**src/rtl/owsc_pkg.sv**
```systemverilog
// Shared types, constants and the CRC-8 step for the scratchpad checker.
// Depends on nothing; every other file of the block imports it.
`default_nettype none

package owsc_pkg;

	// Field widths of the two channels.
	localparam int DATA_W = 8;
	localparam int TEMP_W = 19;
	localparam int RAW_W  = 16;

	// Scratchpad layout and the error reading.
	localparam int                  MARKER_INDEX = 7;
	localparam logic [DATA_W-1:0]   MARKER_VALUE = 8'h10;
	localparam logic signed [TEMP_W-1:0] ERROR_TEMP = -19'sd27315;

	// Reflected Dallas/Maxim polynomial; its table entry for 1 is 94.
	localparam logic [DATA_W-1:0]   CRC_POLY = 8'h8C;

	// What the state stage hands to the temperature stage on the CRC byte.
	typedef struct packed {
		logic                  ok;
		logic [RAW_W-1:0]      raw;
	} res_t;

	// One byte through the CRC, bit by bit, LSB first.
	function automatic logic [DATA_W-1:0] crc8_update(input logic [DATA_W-1:0] crc,
		input logic [DATA_W-1:0] b);
		logic [DATA_W-1:0] v;
		v = crc ^ b;
		for (int k = 0; k < DATA_W; k++) begin
			v = v[0] ? ((v >> 1) ^ CRC_POLY) : (v >> 1);
		end
		return v;
	endfunction

endpackage

`default_nettype wire

```
**src/rtl/owsc_state.sv**
```systemverilog
// Scratchpad state stage: a single-entry state memory read ahead into a register,
// updated per byte and written back, with forwarding between adjacent beats.
// Depends on owsc_pkg.
`default_nettype none

module owsc_state #(
	parameter int CRC_COVERED_BYTES = 8
) (
	input  wire logic                       clk,
	input  wire logic                       arst_n,
	input  wire logic                       adv,
	input  wire logic                       acc,
	input  wire logic [owsc_pkg::DATA_W-1:0] data_byte,
	input  wire logic                       first,
	output      logic                       res_v,
	output      owsc_pkg::res_t             res
);
	import owsc_pkg::*;

	localparam int CW = $clog2(CRC_COVERED_BYTES + 2);

	typedef struct packed {
		logic [CW-1:0]     cnt;
		logic [DATA_W-1:0] crc;
		logic [DATA_W-1:0] lo;
		logic [DATA_W-1:0] hi;
		logic              mok;
	} state_t;

	state_t            state_mem [1];
	logic              mem_vld_q;

	logic              valid_s1;
	logic              fwd_s1;
	logic              vld_s1;
	state_t            rd_s1;
	state_t            wdata_s1;
	logic [DATA_W-1:0] byte_s1;
	logic              first_s1;

	state_t            cur;
	state_t            base;
	state_t            nxt;
	logic [CW-1:0]     idx;
	logic              emit;
	logic              we;

	assign we = valid_s1 && adv;

	// State memory: written by the beat leaving the stage, read for the beat entering.
	always_ff @(posedge clk) begin
		if (we) begin
			state_mem[0] <= nxt;
		end
		if (adv) begin
			rd_s1    <= state_mem[0];
			wdata_s1 <= nxt;
			byte_s1  <= data_byte;
			first_s1 <= first;
		end
	end

	// Control of the stage; the memory counts as cleared until its first write.
	always_ff @(posedge clk or negedge arst_n) begin
		if (!arst_n) begin
			mem_vld_q <= 1'b0;
			valid_s1  <= 1'b0;
			fwd_s1    <= 1'b0;
			vld_s1    <= 1'b0;
		end else begin
			if (we) begin
				mem_vld_q <= 1'b1;
			end
			if (adv) begin
				valid_s1 <= acc;
				fwd_s1   <= valid_s1;
				vld_s1   <= mem_vld_q;
			end
		end
	end

	// Current state: the write of the previous beat wins over the stale read.
	always_comb begin
		priority if (fwd_s1) begin
			cur = wdata_s1;
		end else if (vld_s1) begin
			cur = rd_s1;
		end else begin
			cur = '0;
		end
	end

	// Per-byte update of count, CRC, raw temperature and marker check.
	always_comb begin
		base = cur;
		if (first_s1) begin
			base.cnt = '0;
			base.crc = '0;
			base.mok = 1'b0;
		end
		idx  = base.cnt;
		nxt  = base;
		emit = 1'b0;
		if (idx <= CW'(CRC_COVERED_BYTES)) begin
			if (idx == '0) begin
				nxt.lo = byte_s1;
			end
			if (idx == CW'(1)) begin
				nxt.hi = byte_s1;
			end
			if (int'(idx) == MARKER_INDEX) begin
				nxt.mok = (byte_s1 == MARKER_VALUE);
			end
			if (idx < CW'(CRC_COVERED_BYTES)) begin
				nxt.crc = crc8_update(base.crc, byte_s1);
				nxt.cnt = idx + CW'(1);
			end else begin
				nxt.cnt = CW'(CRC_COVERED_BYTES + 1);
				emit    = 1'b1;
			end
		end
	end

	// Result request towards the temperature stage.
	always_comb begin
		res_v   = valid_s1 && emit;
		res.ok  = (byte_s1 == base.crc) && nxt.mok;
		res.raw = {nxt.hi, nxt.lo};
	end

	// A good result always has seen a matching marker byte.
	a_ok_needs_marker: assert property (@(posedge clk) disable iff (!arst_n)
		res_v && res.ok |-> nxt.mok)
		else $error("good result without marker check");

	// After every write-back the next beat takes the forwarded state.
	a_fwd_after_write: assert property (@(posedge clk) disable iff (!arst_n)
		we |=> fwd_s1)
		else $error("write-back not forwarded");

endmodule

`default_nettype wire

```
**src/rtl/owsc_temp.sv**
```systemverilog
// Temperature stage and output register: scales the raw reading to hundredths
// of a degree and holds the result beat for the receiver. Depends on owsc_pkg.
`default_nettype none

module owsc_temp (
	input  wire logic                              clk,
	input  wire logic                              arst_n,
	input  wire logic                              res_v,
	input  wire owsc_pkg::res_t                    res,
	input  wire logic                              out_stall,
	output      logic                              adv,
	output      logic                              out_valid,
	output      logic signed [owsc_pkg::TEMP_W-1:0] temperature_centi,
	output      logic                              valid_res
);
	import owsc_pkg::*;

	logic                      s2_v;
	res_t                      res_s2;
	logic                      s2_go;
	logic signed [TEMP_W-1:0]  rw;
	logic signed [TEMP_W-1:0]  quarter;
	logic signed [TEMP_W-1:0]  scaled;

	// The held result moves on when the output register is free or being taken.
	assign s2_go = !out_valid || !out_stall;
	assign adv   = !s2_v || s2_go;

	// raw*6 + raw/4 with the quarter rounded toward zero.
	always_comb begin
		rw      = TEMP_W'(signed'(res_s2.raw));
		quarter = (rw + (rw[TEMP_W-1] ? TEMP_W'(3) : TEMP_W'(0))) >>> 2;
		scaled  = (rw <<< 2) + (rw <<< 1) + quarter;
	end

	// Control of the result stage and the output register.
	always_ff @(posedge clk or negedge arst_n) begin
		if (!arst_n) begin
			s2_v      <= 1'b0;
			out_valid <= 1'b0;
		end else begin
			if (adv) begin
				s2_v <= res_v;
			end
			if (s2_go) begin
				out_valid <= s2_v;
			end
		end
	end

	// Payload of both registers.
	always_ff @(posedge clk) begin
		if (adv) begin
			res_s2 <= res;
		end
		if (s2_go) begin
			temperature_centi <= res_s2.ok ? scaled : ERROR_TEMP;
			valid_res         <= res_s2.ok;
		end
	end

	// An error beat carries the error reading.
	a_err_value: assert property (@(posedge clk) disable iff (!arst_n)
		out_valid && !valid_res |-> temperature_centi == ERROR_TEMP)
		else $error("error beat with wrong temperature");

	// The upstream stage only waits when both result registers are occupied.
	a_hold_full: assert property (@(posedge clk) disable iff (!arst_n)
		!adv |-> s2_v && out_valid && out_stall)
		else $error("upstream held without full result registers");

	// A waiting result is never dropped while the receiver stalls.
	a_no_drop: assert property (@(posedge clk) disable iff (!arst_n)
		s2_v && out_valid && out_stall |=> s2_v)
		else $error("held result lost");

endmodule

`default_nettype wire

```
**src/rtl/onewire_scratchpad_checker_unit.sv**
```systemverilog
// Checker for a 1-Wire temperature sensor scratchpad: top level.
// Input beats carry one scratchpad byte each, with first marking byte 0 of a
// read. Bytes 0 to CRC_COVERED_BYTES-1 go through the Dallas/Maxim CRC-8;
// the next byte is the received CRC, and on it one output beat appears:
// temperature_centi = raw*6 + raw/4 and valid_res = 1 when the CRC matches
// and byte 7 is 0x10, otherwise -27315 with valid_res = 0. Bytes after the
// CRC byte give nothing until the next first flag.
// Throughput is one byte per cycle while the input is not stalled: the state
// sits in a single-entry memory read ahead into a register, and the state
// stage forwards its own write-back to the byte behind it. The CRC byte's
// result passes the state stage, temperature stage and output register.
// Reset clears the pipeline and marks the state memory empty, so the stream
// starts at byte 0 even without a first flag. When the receiver stalls, the
// output register and one further result register absorb results; input is
// stalled only when both are full, and bytes that cause no result keep
// flowing until then.
// Depends on owsc_pkg, owsc_state and owsc_temp.
`default_nettype none

module onewire_scratchpad_checker_unit #(
	parameter int CRC_COVERED_BYTES = 8
) (
	input  wire logic                              clk,
	input  wire logic                              arst_n,
	input  wire logic                              in_valid,
	output      logic                              in_stall,
	input  wire logic [owsc_pkg::DATA_W-1:0]        data_byte,
	input  wire logic                              first,
	output      logic                              out_valid,
	input  wire logic                              out_stall,
	output      logic signed [owsc_pkg::TEMP_W-1:0] temperature_centi,
	output      logic                              valid_res
);
	import owsc_pkg::*;

	logic adv;
	logic acc;
	logic res_v;
	res_t res;

	// Input beats are taken whenever the pipeline advances.
	assign in_stall = !adv;
	assign acc      = in_valid && adv;

	// Per-byte state update against the state memory.
	owsc_state #(
		.CRC_COVERED_BYTES(CRC_COVERED_BYTES)
	) u_state (
		.clk       (clk),
		.arst_n    (arst_n),
		.adv       (adv),
		.acc       (acc),
		.data_byte (data_byte),
		.first     (first),
		.res_v     (res_v),
		.res       (res)
	);

	// Scaling and result delivery.
	owsc_temp u_temp (
		.clk               (clk),
		.arst_n            (arst_n),
		.res_v             (res_v),
		.res               (res),
		.out_stall         (out_stall),
		.adv               (adv),
		.out_valid         (out_valid),
		.temperature_centi (temperature_centi),
		.valid_res         (valid_res)
	);

endmodule

`default_nettype wire

```
**config.mk**
```make
export PLATFORM = sky130hd
export DESIGN_NAME = onewire_scratchpad_checker_unit
export DESIGN_NICKNAME = d
export VERILOG_FILES = /design/src/rtl/owsc_pkg.sv /design/src/rtl/owsc_state.sv /design/src/rtl/owsc_temp.sv /design/src/rtl/onewire_scratchpad_checker_unit.sv
export SDC_FILE = /design/constraint.sdc
export NUM_CORES = 1
export LEC_CHECK = 0
export ABC_CLOCK_PERIOD_IN_PS = 4450
export BUFFER_PORTS_ARGS = -buffer_cell sky130_fd_sc_hd__buf_2
export CORE_MARGIN = 2
export CORE_UTILIZATION = 45
export CTS_CLUSTER_SIZE = 40
export DETAILED_ROUTE_END_ITERATION = 8
export HOLD_SLACK_MARGIN = 0.05
export PLACE_DENSITY_LB_ADDON = 0.15
export RECOVER_POWER = 100
export SLEW_MARGIN = 20
export SYNTH_ARGS = -nofsm -noshare
export SYNTH_HDL_FRONTEND = slang
export SYNTH_SLANG_ARGS = --single-unit
```
**constraint.sdc**
```tcl
create_clock -name clk -period 4.45 [get_ports clk]
set_input_delay 0.6675 -clock clk [delete_from_list [all_inputs] [get_ports clk]]
set_output_delay 0.6675 -clock clk [all_outputs]
set_load 0.01 [all_outputs]
```
; ---- Yosys cells after proc, flatten, opt, wreduce, memory -nomap -nowiden
; Memory sizes are Yosys's and may differ from the RTL's. A register that Yosys moved wholly into a read port is not among the register bits.
; Index checks and enable logic that the tools add are counted.
[totals]
reg_bits = 81
latchBits = 0
mem_bits_rw = 29
rom_bits = 0
input_bits = 13
out_inout_bits = 22
word_cells = 71
mem_count = 1
[memory_table]
columns = memory, words, width, rd, rd_clocked_by_memory_dff, wr, line
row1 = u_state.state_mem, 1, 29, 1, 1, 1, owsc_state.sv:30  ; state_t state_mem [1];
[op_classes]
n_addsub = 4
n_mul = 0
div_mod_pow = 0
order_cmp = 2
eq_ne = 4
shifts = 0
n_mux = 23
n_bitwise = 9
n_reduce_logical = 11
[ops]
columns = cell, n
row1 = $mux 8, 11
row2 = $mux 29, 3
row3 = $not 2->3, 8
row4 = $add 18x17->19, 1
row5 = $add 19x17->19, 1
row6 = $add 16x3->17, 1
row7 = $mux 12, 1
row8 = $eq 8x5->1 const B, 1
row9 = $eq 8x8->1, 1
row10 = $xor 8x8->8, 1
row11 = $mux 1, 6
row12 = $add 4x1->4 const B, 1
row13 = $eq 4x1->1 const B, 1
row14 = $eq 4x4->1 const B, 1
row15 = $le 4x4->1 const B, 1
row16 = $logic_and 1x1->1, 4
row17 = $logic_not 1->1, 4
row18 = $logic_not 4->1, 1
row19 = $lt 4x4->1 const B, 1
row20 = $mux 4, 1
row21 = $logic_or 1x1->1, 2
row22 = $mux 2, 1

; ---- Longest topological paths before layout
; Gate-level depths: netlist of the first run.
[depth]
ltp_word = 23
ltp_mapped = 18
depth_no_buf = 18

; ---- Hierarchy
; From an unflattened synthesis of the first run, not the netlist that was laid out.
[unflattened]
hier_cells = 523
area_unflattened_um2 = 7109.3
[by_module_without_submodules]
columns = module, n_inst, cells_each, area_each_um2, seq_area_each_um2
row1 = owsc_state, 1, 280, 4295.4, 2982.9
row2 = owsc_temp, 1, 241, 2803.9, 1161.1
row3 = onewire_scratchpad_checker_unit, 1, 2, 10.0, 0.0

; ---- Worst setup path before layout of the first run
; No wires, ideal clock.
[synth_path]
kind = flip-flop to flip-flop
startpoint = register u_state.wdata_s1[8] (netlist name)
endpoint = register u_temp.temperature_centi[17] (netlist name) (data pin)
setup_ps = 267
t_arrival_ps = 3946
t_required_ps = 4183
path_slack_ps = 237
path_stages_with_launch = 17
path_buffers = 1
period_less_slack_ps = 4213
cell_sequence = edfxtp_1 ha_1 a31o_2 nand4_1 or2_2 nor2_1 nand3_1 xnor2_1 fa_1 inv_1 ha_1 or4_1 and3_1 clkbuf_1 o311ai_1 xor2_1 nand2_1
[synth_lines]
columns = item, line
row1 = to (signal assigned), owsc_temp.sv:57  ; temperature_centi <= res_s2.ok ? scaled : ERROR_TEMP;
row2 = to (decl), owsc_temp.sv:13  ; output logic signed [owsc_pkg::TEMP_W-1:0] temperature_centi,

==> results of run 1 <==
## cell usage in the layout, fill, tap and decap left out, types with 3 or more instances in the layout
cell and n:
edfxtp_1 117, inv_1 50, nand2_1 50, xnor2_1 37, clkbuf_1 27, a21oi_1 25, o21ai_0 25, ha_1 21
a22oi_1 19, nor2_1 17, clkbuf_16 17, fa_1 15, buf_2 11, xor2_1 8, and3_1 8, nand3_1 7
nand4_1 6, a21o_1 6, a31oi_1 6, dfrtp_1 6, or2_2 5, nand2b_1 5, bufinv_16 5, nand3b_1 3
mux2_2 3, o21bai_1 3, clkinvlp_4 3, buf_4 3
## power breakdown
group / leakage, nW / total (W) / switching [W] / internal, W
Combinational: 1.23 / 0.00131 / 0.000742 / 0.000565
Clock: 0.298 / 0.00148 / 0.000490 / 0.000987
Sequential: 1.29 / 0.00165 / 0.000106 / 0.00155
Total: 2.82 / 0.00444 / 0.00134 / 0.00310
## worst paths after layout
kind                       slack (ns)  cells after the start                      endpoint                      from
setup / recovery                 0.29                     16  u_temp.temperature_centi[18]      u_state.wdata_s1[10]
hold / removal                   0.11                      1                u_state.fwd_s1                    arst_n
setup reg to reg                 0.29                     16  u_temp.temperature_centi[18]      u_state.wdata_s1[10]
hold reg to reg                  0.42                      0             u_state.rd_s1[15]  u_state.state_mem[0][15]
max in group asynchronous        4.10                      1                u_state.vld_s1                    arst_n
min in group clk                 0.42                      0             u_state.rd_s1[15]  u_state.state_mem[0][15]
## sequential cells by signal, summed over array words and instances, names as in the netlist, 2 cells and up
name	count
u_state.rd_s1	29
u_state.state_mem	29
u_state.wdata_s1	28
u_temp.temperature_centi	19
u_state.byte_s1	8
u_temp.res_s2	2
## per-layer routing
| metal | up-vias | part of all wire (%) | track usage, % |
|---|---|---|---|
| li1 | 1876 | - | - |
| met1 | 1830 | 48 | 23.1 |
| met2 | 73 | 46 | 27.4 |
| met3 | 13 | 3.9 | 4.21 |
| met4 | 0 | 1.6 | 7.11 |
| met5 | - | 0 | 0 |
## cell families (layout without fill, tap and decap cells)
logic type               count (synthesis)  after routing  share of synthesized area [%]
flip-flops                             123            123                           58.7
AND/OR/NAND/NOR                        116            116                           9.08
XOR/XNOR                                48             48                           7.40
buffers and inverters                   67            122                           4.33
AO/OA/AOI/OAI                          103            103                           10.8
multiplexers                             4              4                          0.702
adder cells (fa/ha/maj)                 36             36                           9.02
## critical path, delay by kind of cell, from the launching register on
| kind | cells | cell delay, ns |
|---|---|---|
| xor gates and xnor gates | 1 | 0.15 |
| adders and majority gates | 3 | 1.08 |
| and+or+nand+nor | 4 | 0.72 |
| buffers and inverters | 2 | 0.12 |
| AOI/OAI and AO/OA | 5 | 1.08 |
| muxes | 1 | 0.35 |
| DFF | 1 | 0.41 |
## cell type report
| type | instances | share of cell area [%] |
|---|---|---|
| repair buffers | 40 | 2.44 |
| inverters | 50 | 2.60 |
| well taps | 180 | 3.12 |
| multi-input cells | 307 | 32.3 |
| clock buffers | 19 | 6.00 |
| clock inverters | 13 | 2.76 |
| flip-flops and latches | 123 | 50.7 |
## per-stage QoR
stage | std cells | cell area, um2 | setup TNS, ns | utilization, %
finish | 732 | 7220 | 0 | 52.6
global route | 732 | 7220 | -0.0306 | 52.6
CTS | 732 | 7250 | 0 | 52.8
detailed placement | 700 | 6610 | 0 | 48.2
global placement | 700 | 6610 | 0 | 48.2
floorplan | 497 | 6240 | 0 | -
==> results.cfg, run 1 <==
[drt]
drtIter0Drc = 268
wire_per_inst_um = 16.1
antenna_left = 0
avgViaCountPerCell = 5.18
drc = 0
route.vias.total = 3792
drt_wl_total_mm = 11.8
drt_first_pass_iters = 4

[synth]
ys.flop_type = edfxtp_1
yosysTopAreaCell = edfxtp_1
yosys_register_bits = 123
yosysMostFrequentCell = edfxtp_1
synth_common_cells = edfxtp_1 (117), inv_1 (50), nand2_1 (50)
syn_nets = 546
ys_seq_area_share_pct = 58.7
ys_types = 53
synthesis.area_um2 = 6240
yosys_warnings = 0
ys_async_sr_fraction_pct = 4.88
syn_avg_cell_area_um2 = 12.6
synth_edf_count = 117
synth_cells = 497
yosys-top-cells-area = edfxtp_1 (56%), xnor2_1 (5.2%), fa_1 (4.8%)
synth_top_area_share_pct = 56.3

[outcome]
violations = max-capacitance violations, max-slew violations
status = complete, but fails checks

[placed_design]
port_buffers = 34
routabilityCongestion = 0.882
place_ws_ns = 0.203
place_hpwl_mm = 7.90

[global_routing]
grt_pass1_wl_mm = 19.5
grt.overflow.total = 0
grt_max_degree = 73
grt_pass1_vias = 3874
grt.total_usage_pct = 17.3
antenna_found_initial = 0

[final_layout]
regArea_um2 = 3660
multiInputGateArea_um2 = 2330
areaGrowthSynthToFinish_pct = 15.7
antenna_cells = 0
nFillCells = 1206
drive_above_1_share_pct = 11.1
layout.nets = 588

[power_and_ir_drop]
total_power_w = 0.00444
power.density_nw_per_um2 = 614
ir_drop_uv = 318
p_leak_nw = 2.82

[timing]
hold_viol = 0
period_minus_slack_ns = 4.16
final.setup_skew_ns = 0.00900
hold_slack_ns = 0.114
slew_headroom_pct = -53.4
tightest_slew_ns = 2.30
finalSetupViolations = 0
min_period_over_period_pct = 93.5
max_clock_freq_mhz = 240
layout_setup_ws_ns = 0.290
slew_violations = 105
rsz0062_at_grt = true

[floorplanning]
dieHeight_um = 122
rows = 43
die_w_um = 122
initial_utilization_pct = 45.5
io_pins = 35
dieArea_um2 = 14800
coreArea_um2 = 13700

[setup_path]
worstPathCellList = ha_1, a31o_2, nand4_1, or2_2, nor2_1, nand2_1, xnor2_1, fa_1, inv_1, ha_1, inv_1, o21ai_0, a21o_1, o21ai_1, a21oi_1, mux2_2
critical_path_class = register to register
arrival_ns = 4.32
cpPeakStageDelay_ns = 0.48
startpoint_type = register
crit_required_ns = 4.61
end_kind = register
worst_path_max_delay_cell = fa_1
cp_max_fo = 4

[clock_tree]
root_buffer = clkbuf_16
clk_latency_ns = 0.42
numCtsBuffers = 17
cts_setup_buffers = 0
cts_hold_buf = 0
cts_tree = done
clk_pin_slew_ns = 0.06
cts.sinks = 123
clock_path_buffers = 2
cts_resized = 0
htreeDepth = 4

[worst_hold_path]
worstHoldPathType = primary input to async pin

[run]
max-cap-violations = 2
No activity file was read; power rests on OpenSTA's default activity.
==> run 2, diff against run 1 <==
--- a/config.mk
+++ b/config.mk
@@ -7,8 +7,11 @@
 export LEC_CHECK = 0
 export ABC_CLOCK_PERIOD_IN_PS = 4450
 export BUFFER_PORTS_ARGS = -buffer_cell sky130_fd_sc_hd__buf_2
+export CELL_PAD_IN_SITES_DETAIL_PLACEMENT = 0
+export CELL_PAD_IN_SITES_GLOBAL_PLACEMENT = 2
+export CORE_ASPECT_RATIO = 0.75
 export CORE_MARGIN = 2
-export CORE_UTILIZATION = 45
+export CORE_UTILIZATION = 39
 export CTS_CLUSTER_SIZE = 40
 export DETAILED_ROUTE_END_ITERATION = 8
 export HOLD_SLACK_MARGIN = 0.05
==> results.cfg, run 2 (synthesis results as in run 1) <==
[final_layout]
reg_top3 = u_state.rd_s1 (29), u_state.state_mem (29), u_state.wdata_s1 (28)
finalNonFillerCells = 768
layout.cells.most_common_list = edfxtp_1 (117), inv_1 (50), nand2_1 (50), xnor2_1 (37), clkbuf_1 (28)
multiInputGateArea_um2 = 2330
layout.nets = 594
final_util_pct = 45.9
nFillCells = 1492
regArea_um2 = 3660
finalInstanceArea_um2 = 7270
areaGrowthSynthToFinish_pct = 16.4
antenna_cells = 0
drive_above_1_share_pct = 11.5
layout_commonest_cell = edfxtp_1

[clock_tree]
clk_pin_slew_ns = 0.06
numCtsBuffers = 17
clk_latency_ns = 0.41
cts.sinks = 123
root_buffer = clkbuf_16
htreeDepth = 4
cts_tree = done
clock_path_buffers = 2

[worst_hold_path]
worstHoldPathType = register to register

[drt]
drt_first_pass_iters = 4
route.vias.total = 3884
drtIter0Drc = 337
antenna_left = 0
drt_wl_total_mm = 12.7
wire_per_inst_um = 16.6
avgViaCountPerCell = 5.06
drc = 0

[setup_path]
startpoint_type = register
arrival_ns = 4.33
end_kind = register
ff2ff_setup_slack_ns = 0.26
critical_path_class = register to register
crit_required_ns = 4.59
cp_max_fo = 5

[placed_design]
place_hpwl_mm = 8.77
dpl.cell_count = 734
place_area_um2 = 6690
place_ws_ns = 0.196
routabilityCongestion = 0.801
port_buffers = 34

[timing]
period_minus_slack_ns = 4.19
min_period_over_period_pct = 94.1
final.setup_skew_ns = 0.00461
slew_headroom_pct = -21.9
slew_violations = 73
tightest_slew_ns = 1.83
hold_viol = 0
max_clock_freq_mhz = 239
layout_setup_ws_ns = 0.263
finalSetupViolations = 0

[power_and_ir_drop]
p_sw_w = 0.00135
comb_power_share_pct = 30.1
seqPwrFrac_pct = 37.5
power.density_nw_per_um2 = 605
p_leak_nw = 2.83
ir_drop_uv = 242
clkPwrFrac_pct = 32.4
intPower_w = 0.00304
swShare_pct = 30.8

[global_routing]
busiest_layer = met1
antenna_found_initial = 0
grt.overflow.total = 0
grt.total_usage_pct = 16.3
met3_usage_pct = 5.04
grt_pass1_wl_mm = 20.9
use_met2_pct = 21.6
grt_max_degree = 73
met1_usage_pct = 25.7
grt_pass1_vias = 3868

[run]
max-cap-violations = 1

[floorplanning]
initial_utilization_pct = 39.5
dieArea_um2 = 17000
io_pins = 35
die_w_um = 150
dieHeight_um = 114
coreArea_um2 = 15800
rows = 40

[outcome]
violations = max-capacitance violations, max-slew violations
status = complete, but fails checks
## run 2: cell types whose count changed in the layout (fill, tap and decap cells not counted), sizes merged
cell         delta
clkinv          +2
bufinv          -1
buf             +3
dlygate4sd3     +1
clkbuf          +1
## run 2: cell type report
cell class / instances / area share [%]
Sequential cell: 123 / 50.4
Multi-Input combinational cell: 307 / 32.1
Clock buffer: 18 / 5.91
Clock inverter: 14 / 2.44
Timing Repair Buffer: 46 / 2.98
Tap cell: 210 / 3.62
Inverter: 50 / 2.58
## run 2: power by group through the flow
stage / registers (W) / clock network [W] / logic, W
after global placement: 0.00166 / 0 / 0.00131
final: 0.00165 / 0.00142 / 0.00132
after global routing: 0.00167 / 0.00152 / 0.00151
after floorplan: 0.00164 / 0 / 0.00104
after detailed placement: 0.00167 / 0 / 0.00131
after CTS: 0.00165 / 0.00146 / 0.00132
## run 2: what timing repair did
action / in CTS / in global routing
hold buffers: 1 / 0
resized for setup: 0 / 9
endpoints found under the setup margin: 0 / 4
hold endpoints to repair: 3 / 0
setup buffers: 0 / 1
## run 2: stage by stage
stage | total power [W] | TNS (ns) | hold WS [ns]
global route | 0.00471 | -0.00933 | 0.397
CTS | 0.00443 | 0 | 0.404
detailed placement | 0.00298 | 0 | 0.405
global placement | 0.00297 | 0 | 0.400
finish | 0.00439 | 0 | 0.416
floorplan | 0.00268 | 0 | 0.372
## run 2: critical path: stages (launching register included)
cell and delay [ns]:
edfxtp_1 0.41, ha_1 0.30, a31o_2 0.21, nand4_1 0.14, or2_2 0.34, nor2_2 0.15
nand3_1 0.11, xnor2_1 0.15, fa_1 0.48, inv_1 0.04, ha_1 0.24, or4_1 0.53
and3_1 0.28, o311ai_1 0.30, xor2_1 0.17, nand2_1 0.06
## run 2: final timing paths
path / startpoint / end / depth (start not counted)
setup / recovery: u_state.wdata_s1[10] / u_temp.temperature_centi[17] / 15
hold / removal: u_state.state_mem[0][27] / u_state.rd_s1[27] / 0
setup reg to reg: u_state.wdata_s1[10] / u_temp.temperature_centi[17] / 15
hold reg to reg: u_state.state_mem[0][27] / u_state.rd_s1[27] / 0
max in group asynchronous: arst_n / u_temp.out_valid / 2
min in group asynchronous: arst_n / u_state.mem_vld_q / 2
## run 2: routing by layer
metal | wire length (um) | vias to the layer above | part of all wire, %
met1 | 6680 | 1913 | 52
met5 | 0 | - | 0
met3 | 730 | 11 | 5.7
li1 | - | 1881 | -
met4 | 110 | 0 | 0.86
met2 | 5210 | 79 | 41
==> run 3, diff against run 2 <==
==> constraint.sdc (replaced) <==
create_clock -name clk -period 4.45 [get_ports clk]
set_input_delay 0.6675 -clock clk [delete_from_list [all_inputs] [get_ports clk]]
set_output_delay 0.6675 -clock clk [all_outputs]
set_load 0.005 [all_outputs]
==> results.cfg, run 3 (synthesis results as in run 1) <==
[global_routing]
grt.overflow.total = 0
grt_pass1_vias = 3868
grt.total_usage_pct = 16.3
grt_max_degree = 73
grt_pass1_wl_mm = 20.9
antenna_found_initial = 0

[final_layout]
reg_top3 = u_state.rd_s1 (29), u_state.state_mem (29), u_state.wdata_s1 (28)
drive_above_1_share_pct = 14.0
multiInputGateArea_um2 = 2330
layout_commonest_cell = edfxtp_1
nFillCells = 1487
finalInstanceArea_um2 = 7280
areaGrowthSynthToFinish_pct = 16.7
layout.cells.most_common_list = edfxtp_1 (117), inv_1 (50), nand2_1 (50), xnor2_1 (37)
finalNonFillerCells = 768
antenna_cells = 0
regArea_um2 = 3660
layout.nets = 594

[power_and_ir_drop]
power.density_nw_per_um2 = 603
total_power_w = 0.00440
ir_drop_uv = 242
p_leak_nw = 2.86

[setup_path]
critical_path_class = register to register
crit_top_cell = ha_1
crit_buf_inv = 1
end_kind = register
crit_family = simple AND/OR/NAND/NOR gates
crit_required_ns = 4.59
cp_max_fo = 5
worst_path_max_delay_cell = or4_1
arrival_ns = 4.32
worstPathCellList = ha_1, a31o_2, nand4_1, or2_2, nor2_2, nand3_1, xnor2_1, fa_1, inv_1, ha_1, or4_1, and3_1, o311ai_1, xor2_1, nand2_1
startpoint_type = register
cpPeakStageDelay_ns = 0.53

[placed_design]
place_ws_ns = 0.196
routabilityCongestion = 0.801
port_buffers = 34
place_area_um2 = 6690
dpl.cell_count = 734
place_hpwl_mm = 8.77

[drt]
drc = 0
drtIter0Drc = 341
wire_per_inst_um = 16.6
avgViaCountPerCell = 5.08
antenna_left = 0
route.vias.total = 3901
drt_wl_total_mm = 12.8
drt_first_pass_iters = 4

[floorplanning]
dieHeight_um = 114
initial_utilization_pct = 39.5
dieArea_um2 = 17000
die_w_um = 150
io_pins = 35
coreArea_um2 = 15800
rows = 40

[clock_tree]
cts_tree = done
numCtsBuffers = 17
htreeDepth = 4
cts.sinks = 123
clk_latency_ns = 0.41
clock_path_buffers = 2
clk_pin_slew_ns = 0.06
root_buffer = clkbuf_16

[timing]
max_clock_freq_mhz = 239
finalSetupViolations = 0
final.setup_skew_ns = 0.00482
period_minus_slack_ns = 4.18
layout_setup_ws_ns = 0.270
hold_viol = 0
tightest_slew_ns = 1.83
min_period_over_period_pct = 93.9
hold_slack_ns = 0.416
slew_violations = 73
slew_headroom_pct = -22.1

[worst_hold_path]
worstHoldPathType = register to register

[outcome]
violations = max-capacitance violations, max-slew violations
status = complete, but fails checks

[run]
max-cap-violations = 1
run 3: cell types whose count changed in the layout (fill, tap and decap cells not counted), sizes merged:
cell,before,now
clkbuf,46,32
buf,17,31
run 3: cell type report:
| class | count | area share [%] |
|---|---|---|
| Sequential cell | 123 | 50.3 |
| Multi-Input combinational cell | 307 | 32.0 |
| Clock buffer | 18 | 5.89 |
| Tap cell | 210 | 3.61 |
| Timing Repair Buffer | 46 | 3.21 |
| Inverter | 50 | 2.58 |
| Clock inverter | 14 | 2.44 |
run 3: final timing paths:
check                                               from                      endpoint  slack [ns]  cells past startpoint
worst max-delay path                u_state.wdata_s1[10]  u_temp.temperature_centi[17]        0.27                     15
worst max register to register      u_state.wdata_s1[10]  u_temp.temperature_centi[17]        0.27                     15
min in group asynchronous                         arst_n             u_state.mem_vld_q        0.66                      2
max in group asynchronous                         arst_n              u_temp.out_valid        3.54                      2
worst min-delay path            u_state.state_mem[0][27]             u_state.rd_s1[27]        0.42                      0
worst min register to register  u_state.state_mem[0][27]             u_state.rd_s1[27]        0.42                      0
run 3: routing by layer:
metal	up-vias	track usage (%)	share of wire, %
met2	71	21.6	41
met5	-	0	0
met1	1937	25.7	54
met4	0	4.15	0.86
li1	1882	-	-
met3	11	5.04	4.7
run 3: where the power goes:
group | switching (W) | total (W) | internal [W]
sequential | 0.000102 | 0.00165 | 0.00155
combinational | 0.000755 | 0.00132 | 0.000568
clock | 0.000497 | 0.00142 | 0.000927
run 3: through the flow:
stage	setup TNS [ns]	util [%]
2_1_floorplan	0	-
3_3_place_gp	0	42.3
3_5_place_dp	0	42.3
4_1_cts	0	46.2
5_1_grt	-0.00933	46.1
6_report	0	46.1
run 3: timing repair:
action	4_1_cts	5_1_grt
gates resized for setup	0	9
endpoints found under the hold margin	3	0
endpoints found under the setup margin	0	4
hold buffers	1	0
buffers inserted	0	1
